**src/sv/sha_pkg.sv**
```systemverilog
// ----------------------------------------------------------------------------
// sha_pkg
// Shared types and constants of the SHA-256 stream hasher.
// ----------------------------------------------------------------------------
`default_nettype none
package sha_pkg;

   localparam logic [31:0] ROUND_K [64] = '{
      32'h428a2f98, 32'h71374491, 32'hb5c0fbcf, 32'he9b5dba5,
      32'h3956c25b, 32'h59f111f1, 32'h923f82a4, 32'hab1c5ed5,
      32'hd807aa98, 32'h12835b01, 32'h243185be, 32'h550c7dc3,
      32'h72be5d74, 32'h80deb1fe, 32'h9bdc06a7, 32'hc19bf174,
      32'he49b69c1, 32'hefbe4786, 32'h0fc19dc6, 32'h240ca1cc,
      32'h2de92c6f, 32'h4a7484aa, 32'h5cb0a9dc, 32'h76f988da,
      32'h983e5152, 32'ha831c66d, 32'hb00327c8, 32'hbf597fc7,
      32'hc6e00bf3, 32'hd5a79147, 32'h06ca6351, 32'h14292967,
      32'h27b70a85, 32'h2e1b2138, 32'h4d2c6dfc, 32'h53380d13,
      32'h650a7354, 32'h766a0abb, 32'h81c2c92e, 32'h92722c85,
      32'ha2bfe8a1, 32'ha81a664b, 32'hc24b8b70, 32'hc76c51a3,
      32'hd192e819, 32'hd6990624, 32'hf40e3585, 32'h106aa070,
      32'h19a4c116, 32'h1e376c08, 32'h2748774c, 32'h34b0bcb5,
      32'h391c0cb3, 32'h4ed8aa4a, 32'h5b9cca4f, 32'h682e6ff3,
      32'h748f82ee, 32'h78a5636f, 32'h84c87814, 32'h8cc70208,
      32'h90befffa, 32'ha4506ceb, 32'hbef9a3f7, 32'hc67178f2};

   localparam logic [31:0] INIT_HASH [8] = '{
      32'h6a09e667, 32'hbb67ae85, 32'h3c6ef372, 32'ha54ff53a,
      32'h510e527f, 32'h9b05688c, 32'h1f83d9ab, 32'h5be0cd19};

   localparam logic ACT_ABSORB = 1'b0;
   localparam logic ACT_FINISH = 1'b1;

   // one classified request passed from front to back
   typedef struct packed {
      logic       finish;
      logic [7:0] data;
   } cmd_type;

   function automatic logic [31:0] rotr(input logic [31:0] x, input int n);
      rotr = (x >> n) | (x << (32 - n));
   endfunction

endpackage
`default_nettype wire

```
**src/sv/sha_cmd_fifo.sv**
```systemverilog
// ----------------------------------------------------------------------------
// sha_cmd_fifo
// Short queue of classified requests between the front and the core.
// ----------------------------------------------------------------------------
`default_nettype none
module sha_cmd_fifo (
   input  wire              clock,
   input  wire              reset,
   input  wire              wr_valid,
   output logic             wr_ready,
   input  sha_pkg::cmd_type wr_data,
   output logic             rd_valid,
   input  wire              rd_ready,
   output sha_pkg::cmd_type rd_data
);
   import sha_pkg::*;

   cmd_type    mem_ff [4];
   logic [1:0] wp_ff, rp_ff, wp_in, rp_in;
   logic [2:0] cnt_ff, cnt_in;
   logic       wr_go, rd_go;

   assign wr_ready = (cnt_ff != 3'd4);
   assign rd_valid = (cnt_ff != 3'd0);
   assign rd_data  = mem_ff[rp_ff];
   assign wr_go    = wr_valid && wr_ready;
   assign rd_go    = rd_valid && rd_ready;

   always_comb begin
      wp_in  = wr_go ? wp_ff + 2'd1 : wp_ff;
      rp_in  = rd_go ? rp_ff + 2'd1 : rp_ff;
      cnt_in = cnt_ff + {2'd0, wr_go} - {2'd0, rd_go};
   end

   always_ff @(posedge clock) begin
      if (reset) begin
         wp_ff  <= '0;
         rp_ff  <= '0;
         cnt_ff <= '0;
      end else begin
         wp_ff  <= wp_in;
         rp_ff  <= rp_in;
         cnt_ff <= cnt_in;
      end
      if (wr_go) mem_ff[wp_ff] <= wr_data;
   end
endmodule
`default_nettype wire

```
**src/sv/sha_core.sv**
```systemverilog
// ----------------------------------------------------------------------------
// sha_core
// Block buffer, padding sequencer, one-round-per-cycle compression, digest out.
// ----------------------------------------------------------------------------
`default_nettype none
module sha_core (
   input  wire              clock,
   input  wire              reset,
   input  wire              cmd_valid,
   output logic             cmd_ready,
   input  sha_pkg::cmd_type cmd_data,
   output logic             rsp_valid,
   input  wire              rsp_ready,
   output logic [31:0]      rsp_digest_word,
   output logic [2:0]       rsp_word_index,
   output logic             rsp_last_word,
   output logic             busy
);
   import sha_pkg::*;

   typedef enum logic [4:0] {
      ST_IDLE = 5'b00001,
      ST_PAD  = 5'b00010,
      ST_RUN  = 5'b00100,
      ST_ADD  = 5'b01000,
      ST_OUT  = 5'b10000
   } state_type;

   state_type   state_ff, state_in;
   logic [31:0] buf_ff [16];          // block as 16 big-endian words
   logic [31:0] w_ff [16];
   logic [31:0] h_ff [8];
   logic [31:0] v_ff [8];
   logic [5:0]  fill_ff;
   logic [63:0] bits_ff;
   logic [5:0]  rnd_ff;
   logic        fin_ff;               // compression belongs to a finish
   logic        last_ff;              // this is the final block of a finish
   logic [2:0]  oidx_ff;

   logic        take;
   logic [31:0] wt, t1, t2, s0, s1, ee, aa;
   logic [3:0]  widx;

   assign cmd_ready = (state_ff == ST_IDLE);
   assign take      = cmd_valid && cmd_ready;
   assign busy      = (state_ff != ST_IDLE);
   assign widx      = rnd_ff[3:0];

   always_comb begin
      s1 = rotr(w_ff[widx - 4'd2], 17) ^ rotr(w_ff[widx - 4'd2], 19)
           ^ (w_ff[widx - 4'd2] >> 10);
      s0 = rotr(w_ff[widx - 4'd15], 7) ^ rotr(w_ff[widx - 4'd15], 18)
           ^ (w_ff[widx - 4'd15] >> 3);
      wt = (rnd_ff < 6'd16) ? buf_ff[widx]
           : s1 + w_ff[widx - 4'd7] + s0 + w_ff[widx];
      ee = v_ff[4];
      aa = v_ff[0];
      t1 = v_ff[7] + (rotr(ee, 6) ^ rotr(ee, 11) ^ rotr(ee, 25))
           + (v_ff[6] ^ (ee & (v_ff[5] ^ v_ff[6]))) + ROUND_K[rnd_ff] + wt;
      t2 = (rotr(aa, 2) ^ rotr(aa, 13) ^ rotr(aa, 22))
           + ((aa & (v_ff[1] | v_ff[2])) | (v_ff[1] & v_ff[2]));
   end

   always_comb begin
      state_in = state_ff;
      unique case (state_ff)
         ST_IDLE: if (take) begin
            if (cmd_data.finish == ACT_FINISH) state_in = ST_PAD;
            else if (fill_ff == 6'd63)         state_in = ST_RUN;
         end
         ST_PAD:  state_in = ST_RUN;
         ST_RUN:  if (rnd_ff == 6'd63) state_in = ST_ADD;
         ST_ADD: begin
            if (!fin_ff)      state_in = ST_IDLE;
            else if (last_ff) state_in = ST_OUT;
            else              state_in = ST_PAD;
         end
         ST_OUT:  if (rsp_ready && oidx_ff == 3'd7) state_in = ST_IDLE;
         default: state_in = ST_IDLE;
      endcase
   end

   always_ff @(posedge clock) begin
      if (reset) begin
         state_ff <= ST_IDLE;
         fill_ff  <= '0;
         bits_ff  <= '0;
         fin_ff   <= 1'b0;
         last_ff  <= 1'b0;
         oidx_ff  <= '0;
         rnd_ff   <= '0;
         for (int i = 0; i < 8; i++) h_ff[i] <= INIT_HASH[i];
      end else begin
         state_ff <= state_in;
         unique case (state_ff)
            ST_IDLE: if (take) begin
               if (cmd_data.finish == ACT_FINISH) begin
                  fin_ff  <= 1'b1;
                  last_ff <= 1'b0;
                  // place 0x80 marker, clear rest of the current word
                  for (int b = 0; b < 4; b++)
                     if (fill_ff[1:0] == 2'(b))
                        buf_ff[fill_ff[5:2]][31-8*b -: 8] <= 8'h80;
                     else if (fill_ff[1:0] < 2'(b))
                        buf_ff[fill_ff[5:2]][31-8*b -: 8] <= 8'h00;
               end else begin
                  fin_ff <= 1'b0;
                  buf_ff[fill_ff[5:2]][31-8*fill_ff[1:0] -: 8] <= cmd_data.data;
                  bits_ff <= bits_ff + 64'd8;
                  fill_ff <= fill_ff + 6'd1;
               end
               rnd_ff <= '0;
               for (int i = 0; i < 8; i++) v_ff[i] <= h_ff[i];
            end
            ST_PAD: begin
               // first pad: clear words after marker; second block: all zero
               for (int j = 0; j < 16; j++) begin
                  if (last_ff || j > int'(fill_ff[5:2]))
                     buf_ff[j] <= 32'd0;
               end
               if (last_ff || fill_ff < 6'd56) begin
                  buf_ff[14] <= bits_ff[63:32];
                  buf_ff[15] <= bits_ff[31:0];
                  last_ff    <= 1'b1;
               end
               rnd_ff <= '0;
               for (int i = 0; i < 8; i++) v_ff[i] <= h_ff[i];
            end
            ST_RUN: begin
               w_ff[widx] <= wt;
               v_ff[7] <= v_ff[6];
               v_ff[6] <= v_ff[5];
               v_ff[5] <= v_ff[4];
               v_ff[4] <= v_ff[3] + t1;
               v_ff[3] <= v_ff[2];
               v_ff[2] <= v_ff[1];
               v_ff[1] <= v_ff[0];
               v_ff[0] <= t1 + t2;
               rnd_ff  <= rnd_ff + 6'd1;
            end
            ST_ADD: begin
               for (int i = 0; i < 8; i++) h_ff[i] <= h_ff[i] + v_ff[i];
               if (fin_ff && !last_ff) last_ff <= 1'b1;
               oidx_ff <= '0;
            end
            ST_OUT: if (rsp_ready) begin
               oidx_ff <= oidx_ff + 3'd1;
               if (oidx_ff == 3'd7) begin
                  for (int i = 0; i < 8; i++) h_ff[i] <= INIT_HASH[i];
                  fill_ff <= '0;
                  bits_ff <= '0;
                  fin_ff  <= 1'b0;
                  last_ff <= 1'b0;
               end
            end
            default: ;
         endcase
      end
   end

   assign rsp_valid       = (state_ff == ST_OUT);
   assign rsp_digest_word = h_ff[oidx_ff];
   assign rsp_word_index  = oidx_ff;
   assign rsp_last_word   = (oidx_ff == 3'd7);
endmodule
`default_nettype wire

```
**src/sv/sha256_stream_hasher_unit.sv**
```systemverilog
// ----------------------------------------------------------------------------
// sha256_stream_hasher_unit
// Byte-stream SHA-256 hasher with a request queue in front of the core.
// ----------------------------------------------------------------------------
// An absorb request carries one byte, which the core writes into the block
// buffer; the 64th byte of a block also starts a compression (one round
// per cycle plus the chaining add). A finish request pads, compresses
// one or two blocks and then offers the eight digest words, index 0
// first. The four-entry request queue lets requests arrive while the core
// compresses. The round datapath sets the throughput.
`default_nettype none
module sha256_stream_hasher_unit (
   input  wire         clock,
   input  wire         reset,
   input  wire         req_valid,
   output logic        req_ready,
   input  wire         req_action,
   input  wire  [7:0]  req_data_byte,
   output logic        rsp_valid,
   input  wire         rsp_ready,
   output logic [31:0] rsp_digest_word,
   output logic [2:0]  rsp_word_index,
   output logic        rsp_last_word
);
   import sha_pkg::*;

   cmd_type in_cmd, q_cmd;
   logic    q_valid, q_ready, core_busy;

   assign in_cmd.finish = req_action;
   assign in_cmd.data   = req_data_byte;

   sha_cmd_fifo u_fifo (
      .clock(clock), .reset(reset),
      .wr_valid(req_valid), .wr_ready(req_ready), .wr_data(in_cmd),
      .rd_valid(q_valid), .rd_ready(q_ready), .rd_data(q_cmd)
   );

   sha_core u_core (
      .clock(clock), .reset(reset),
      .cmd_valid(q_valid), .cmd_ready(q_ready), .cmd_data(q_cmd),
      .rsp_valid(rsp_valid), .rsp_ready(rsp_ready),
      .rsp_digest_word(rsp_digest_word), .rsp_word_index(rsp_word_index),
      .rsp_last_word(rsp_last_word), .busy(core_busy)
   );

   a_last_idx: assert property (@(posedge clock) disable iff (reset)
      rsp_valid |-> (rsp_last_word == (rsp_word_index == 3'd7)))
      else $error("last_word mismatch");
   a_no_take_busy: assert property (@(posedge clock) disable iff (reset)
      core_busy |-> !q_ready)
      else $error("core took a request while busy");
   a_idx_step: assert property (@(posedge clock) disable iff (reset)
      (rsp_valid && rsp_ready && !rsp_last_word)
      |=> (rsp_valid && rsp_word_index == $past(rsp_word_index) + 3'd1))
      else $error("digest word order broken");
endmodule
`default_nettype wire

```
**config.mk**
```make
export PLATFORM = sky130hd
export DESIGN_NAME = sha256_stream_hasher_unit
export DESIGN_NICKNAME = d
export VERILOG_FILES = /design/src/sv/sha_pkg.sv /design/src/sv/sha_cmd_fifo.sv /design/src/sv/sha_core.sv /design/src/sv/sha256_stream_hasher_unit.sv
export SDC_FILE = /design/constraint.sdc
export NUM_CORES = 2
export LEC_CHECK = 0
export BUFFER_PORTS_ARGS = -buffer_cell sky130_fd_sc_hd__buf_2
export CORE_MARGIN = 3
export CORE_UTILIZATION = 55
export CTS_CLUSTER_DIAMETER = 30
export DETAILED_ROUTE_END_ITERATION = 8
export PLACE_DENSITY = 0.82
export SETUP_SLACK_MARGIN = 0.05
export SLEW_MARGIN = 15
export SYNTH_ARGS = -nofsm -noshare
export SYNTH_HDL_FRONTEND = slang
export SYNTH_SLANG_ARGS = --single-unit
```
**constraint.sdc**
```tcl
create_clock -name clock -period 18.28 [get_ports clock]
set_input_delay 0.914 -clock clock [delete_from_list [all_inputs] [get_ports clock]]
set_output_delay 0.914 -clock clock [all_outputs]
set_load 0.01 [all_outputs]
```
# After elaboration in Yosys (flattened, before gate mapping)
# Memory sizes are Yosys's and may differ from the RTL's. A register that Yosys moved wholly into a read port is not among the register bits.
# Index checks and enable logic that the tools add are counted.
[classes]
add_sub_neg = 31
n_mul = 0
div = 0
magnitude_cmp = 22
eq_ne = 22
shift = 2
n_mux = 263
bitwise = 96
n_reduce_logical = 34
[op_table]
columns = ["cell", "count"]
rows = [
  ["2-to-1 mux 32 bit", 40],
  ["adder 32 bit", 18],
  ["2-to-1 mux 64 bit", 4],
  ["XOR 32 bit", 8],
  ["2-to-1 mux 1 bit", 186],
  ["case mux 64 bit (2 select lines)", 1],
  ["AND 32 bit", 3],
  ["OR 1 bit", 70],
  ["adder 64 x 4 -> 64 bit (second input constant)", 1],
  ["OR 32 bit", 2],
  ["variable shift 8 x 34 -> 39 bit (first input constant)", 1],
  ["variable part select 8 x 34 -> 39 bit", 1],
  ["2-to-1 mux 5 bit", 7],
  ["negator 32 -> 34 bit", 1],
  ["> comparator 4 bit (first input constant)", 8],
  ["2-to-1 mux 8 bit", 4],
  ["OR 10 x 32 -> 32 bit", 1],
  ["OR 13 x 32 -> 32 bit", 1],
  ["OR 14 x 32 -> 32 bit", 1],
  ["OR 15 x 32 -> 32 bit", 1],
  ["OR 19 x 32 -> 32 bit", 1],
  ["OR 21 x 32 -> 32 bit", 1],
  ["OR 25 x 32 -> 32 bit", 1],
  ["OR 26 x 32 -> 32 bit", 1],
  ["other kinds (56)", 107],
]
[totals]
ff_bits = 93
latchBits = 0
mem_bits_rw = 1572
mem_bits_ro = 2048
inputBits = 13
out_inout_bits = 38
word_cells = 486
memories = 6
[mem_list]
columns = ["memory", "words", "width", "rd", "rd_clocked_by_memory_dff", "wr", "line_no", "text"]
rows = [
  ["(no name shown)", 64, 32, 1, 0, 0, "sha_core.sv:60", "+ (v_ff[6] ^ (ee & (v_ff[5] ^ v_ff[6]))) + ROUND_K[rnd_ff] + wt;"],
  ["u_core.buf_ff", 16, 32, 1, 1, 16, "sha_core.sv:30", "logic [31:0] buf_ff [16];"],
  ["u_core.w_ff", 16, 32, 4, 1, 1, "sha_core.sv:31", "logic [31:0] w_ff [16];"],
  ["u_core.h_ff", 8, 32, 9, 1, 8, "sha_core.sv:32", "logic [31:0] h_ff [8];"],
  ["u_core.v_ff", 8, 32, 8, 0, 8, "sha_core.sv:33", "logic [31:0] v_ff [8];"],
  ["u_fifo.mem_ff", 4, 9, 1, 1, 1, "sha_cmd_fifo.sv:18", "cmd_type mem_ff [4];"],
]

# Logic depth before layout (Yosys ltp)
# An unclocked memory read counts as a cell.
[logic_depth]
depth_word = 12
ltp_mapped = 54
ltp_nobuf = 47

# Modules after synthesis
# Synthesis repeated with hierarchy kept, for this count alone.
[hier_totals]
hier_cells = 9763
area_unflattened_um2 = 104066.1
[by_module_without_submodules]
columns = ["module", "n_inst", "cells_each", "area_per_inst_um2", "seq_area_each_um2"]
rows = [
  ["sha_core", 1, 9667, 102275.6, 42160.4],
  ["sha_cmd_fifo", 1, 96, 1790.5, 1261.2],
]

# Worst setup path before layout
# No wires, ideal clock.
[synth_timing]
kind = "register -> register"
from = "register u_core.rnd_ff[1]"
to = "memory u_core.v_ff[0][31], data pin"
setup_ps = 264
t_arrival_ps = 13544
required_ps = 18016
setup_slack_ps = 4471
path_stages_with_launch = 52
n_path_buf = 9
synth_period_minus_slack_ps = 13809
path_cell_list = "dfxtp_1 > clkbuf_1 > clkbuf_1 > clkbuf_1 > clkinv_1 > ha_1 > buf_2 > buf_2 > buf_2 > clkbuf_1 > clkbuf_1 > clkbuf_1 > mux4_2 > mux4_2 > fa_1 > fa_1 > ha_1 > inv_1 > [... 16 more ...] > a21o_1 > xor2_1 > inv_1 > fa_1 > inv_1 > ha_1 > a21o_1 > a21oi_1 > o21ai_0 > a21o_1 > a211o_1 > a31o_2 > a2111o_1 > a221o_1 > a21o_1 > xnor2_1 > xnor2_1 > o21ai_1"
[synth_lines]
columns = ["item", "line_no", "text"]
rows = [
  ["from (decl)", "sha_core.sv:36", "logic [5:0] rnd_ff;"],
  ["from (signal assigned)", "sha_core.sv:140", "rnd_ff <= rnd_ff + 6'd1;"],
  ["to (decl)", "sha_core.sv:33", ""],
]

==> flow_summary.yaml <==
yosys:
  ys_top_cells_by_count: "1,119 x nand2_1, 1,004 x nor2_1, 996 x edfxtp_1"
  yosysMostFrequentCell: "nand2_1"
  synth_top_area_cell: "edfxtp_1"
  syn_area_sq_um: 104000
  synth_edf_count: 996
  syn-num-nets: 9988
  synth-async-reset-ratio_pct: 0
  ys_ff_latch: 1671
  syn_inst: 9371
  yosys.area.top_type_share_pct: 28.7
  synth_warnings: 0
  synth.distinct_cells: 89
  synthTopCellsByArea: "edfxtp_1 29%, mux4_2 16%, dfxtp_1 13%, ha_1 4.9%, nand2_1 4.0%"
  synth_ff_type: "edfxtp_1"
  ys_seq_area_share_pct: 41.7
  syn_avg_cell_area_sq_um: 11.1
floorplanning:
  fp.dieH_um: 441
  die_w_um: 441
  rows: 159
  die_area_sq_um: 195000
  start_util_pct: 55.4
  boundaryPins: 51
  core_sq_um: 188000
critical_path:
  cp-end-kind: "flop"
  startpoint_type: "flop"
  crit_required_ns: 18.93
  r2r_start: "u_core.rnd_ff[2]"
  critPathBufInv: 7
  crit_family: "compound AO/OA/AOI/OAI gates"
  crit_slowest_cell: "ha_2"
  slowest_delay_ns: 0.77
  startpoint: "u_core.rnd_ff[2]"
  critPathMaxFanout: 56
  crit_arrival_ns: 14.94
  critPathKind: "flop to flop"
sta:
  hold_violations: 0
  finalSetupTns_ns: 0
  setup_ws_ns: 3.98
  period_minus_slack_ns: 14.30
  fmax_ghz: 0.0699
  hold_ws_ns: 0.143
  tightest_slew_ns: 1.28
  slew_headroom_pct: 14.0
  rsz0062_at_grt: "false"
  slew_viol_final: 0
  finalClockSkew_ns: 0.108
  setup_viol: 0
  finalCritPeriodShare_pct: 78.2
final_layout:
  num-fill-cells: 13139
  drive_above_1_share_pct: 17.1
  layout.nets: 9958
  ff_latch_area_sq_um: 43500
  areaGrowthSynthToFinish_pct: 14.5
  multi_input_area_sq_um: 57400
job:
  drv_cap: 0
grt:
  track_usage_pct: 35.3
  grt-ovfl-total: 0
  busiest_layer: "met2"
  met2_usage_pct: 53.2
  grt_pass1_wl_um: 519000
  antenna_found_initial: 16
  use_met3_pct: 11.6
  met1_usage_pct: 44.8
  grt_max_degree: 191
  first_global_vias: 82751
routing:
  routedWlPerCell_um: 28.7
  drc: 0
  first_pass_iters: 9
  postRouteAntennaNets: 0
  wirelength_um: 347000
  viasPerCell: 6.89
  via_count: 83535
  drt-initial-drc-count: 12732
place:
  post-dp-hpwl_um: 226000
  port-buffer-count: 50
  place_ws_ns: 4.30
  gp_congestion: 1.03
clock_network:
  cts_root_buffer: "clkbuf_16"
  cts_resized: 0
  ctsHoldBuffers: 0
  cts_setup_buffers: 0
  cts_tree: "done"
  cts_buffer_depth: 4
  clkTransAtPathRegs_ns: 0.05
  htreeDepth: 5
  clock_sinks: 1671
  clk_latency_ns: 1.01
  numCtsBuffers: 356
worst_hold_path:
  min_path_type: "primary input to flop"
  min_from: "req_data_byte[1]"
status:
  run_status: "finished, final reports clean"
==> per-stage QoR <==
| stage | instances | instance area, sq um | util [%] |
|---|---|---|---|
| floorplan | 9371 | 104000 | - |
| global placement | 11477 | 107000 | 56.8 |
| detailed placement | 11477 | 107000 | 56.8 |
| CTS | 12113 | 119000 | 63.4 |
| global route | 12114 | 119000 | 63.4 |
| finish | 12120 | 119000 | 63.4 |
==> kinds of logic after synthesis <==
logic type      Yosys count  share of synthesized area [%]
compound gates         1672                           9.89
xor+xnor                620                           5.22
fa+ha+maj               623                           8.86
buf+inv                 956                           3.49
flops                  1671                           41.7
mux                    1134                           19.9
simple gates           2695                           10.9
==> final timing paths <==
path / slack (ns) / cells after the start / endpoint
min: 0.14 / 1 / u_fifo.mem_ff[1][1]
max: 3.98 / 46 / u_core.v_ff[0][31]
max reg2reg: 3.98 / 46 / u_core.v_ff[0][31]
min reg2reg: 0.48 / 2 / u_core.buf_ff[6][28]
==> routing by layer <==
layer | part of all wire (%) | vias up
met4 | 6.9 | 10
met3 | 15 | 1494
li1 | - | 34323
met1 | 34 | 40663
met5 | 0.021 | -
met2 | 44 | 7045
==> sequential cells by signal, summed over array words and instances, names as in the netlist, named ones only <==
register and count:
u_core.last_ff 1, u_core.rnd_ff 6, u_core.v_ff 256, u_fifo.wp_ff 2
u_core.fin_ff 1, u_core.bits_ff 61, u_core.rsp_word_index 3, u_core.h_ff 256
u_fifo.cnt_ff 3, u_fifo.rp_ff 2, u_core.buf_ff 512, u_core.state_ff 5
u_core.fill_ff 6, u_fifo.mem_ff 36, u_core.w_ff 512
==> layout make-up <==
type                            instances  share of cell area [%]
Timing Repair Buffer                  182                    1.08
Clock buffer                          413                    7.96
Clock inverter                        223                    2.49
Inverter                              386                    1.22
Sequential cell                      1671                    36.5
Antenna cell                            6                  0.0126
Tap cell                             2495                    2.62
Multi-Input combinational cell       6744                    48.2
==> cell usage in the layout, fill, tap and decap left out, types with 44 or more instances in the layout <==
cell	n
xnor2_1	338
buf_4	127
nor2_1	983
xor2_1	280
edfxtp_1	996
nand2_1	1117
fa_1	196
or3_1	44
nor2b_1	56
and3_1	49
inv_1	382
nand3_1	117
mux2i_1	353
a21o_1	219
a21oi_1	558
ha_1	404
bufinv_16	59
o21a_1	64
nor3_1	95
clkbuf_16	366
mux4_2	742
nand2b_1	70
o21ai_0	401
o21bai_1	47
dfxtp_1	662
buf_2	50
a211oi_1	56
Power is left out: the tool's default activity adds up to more than one toggle a clock period on the data nets, which glitch-free logic cannot reach.
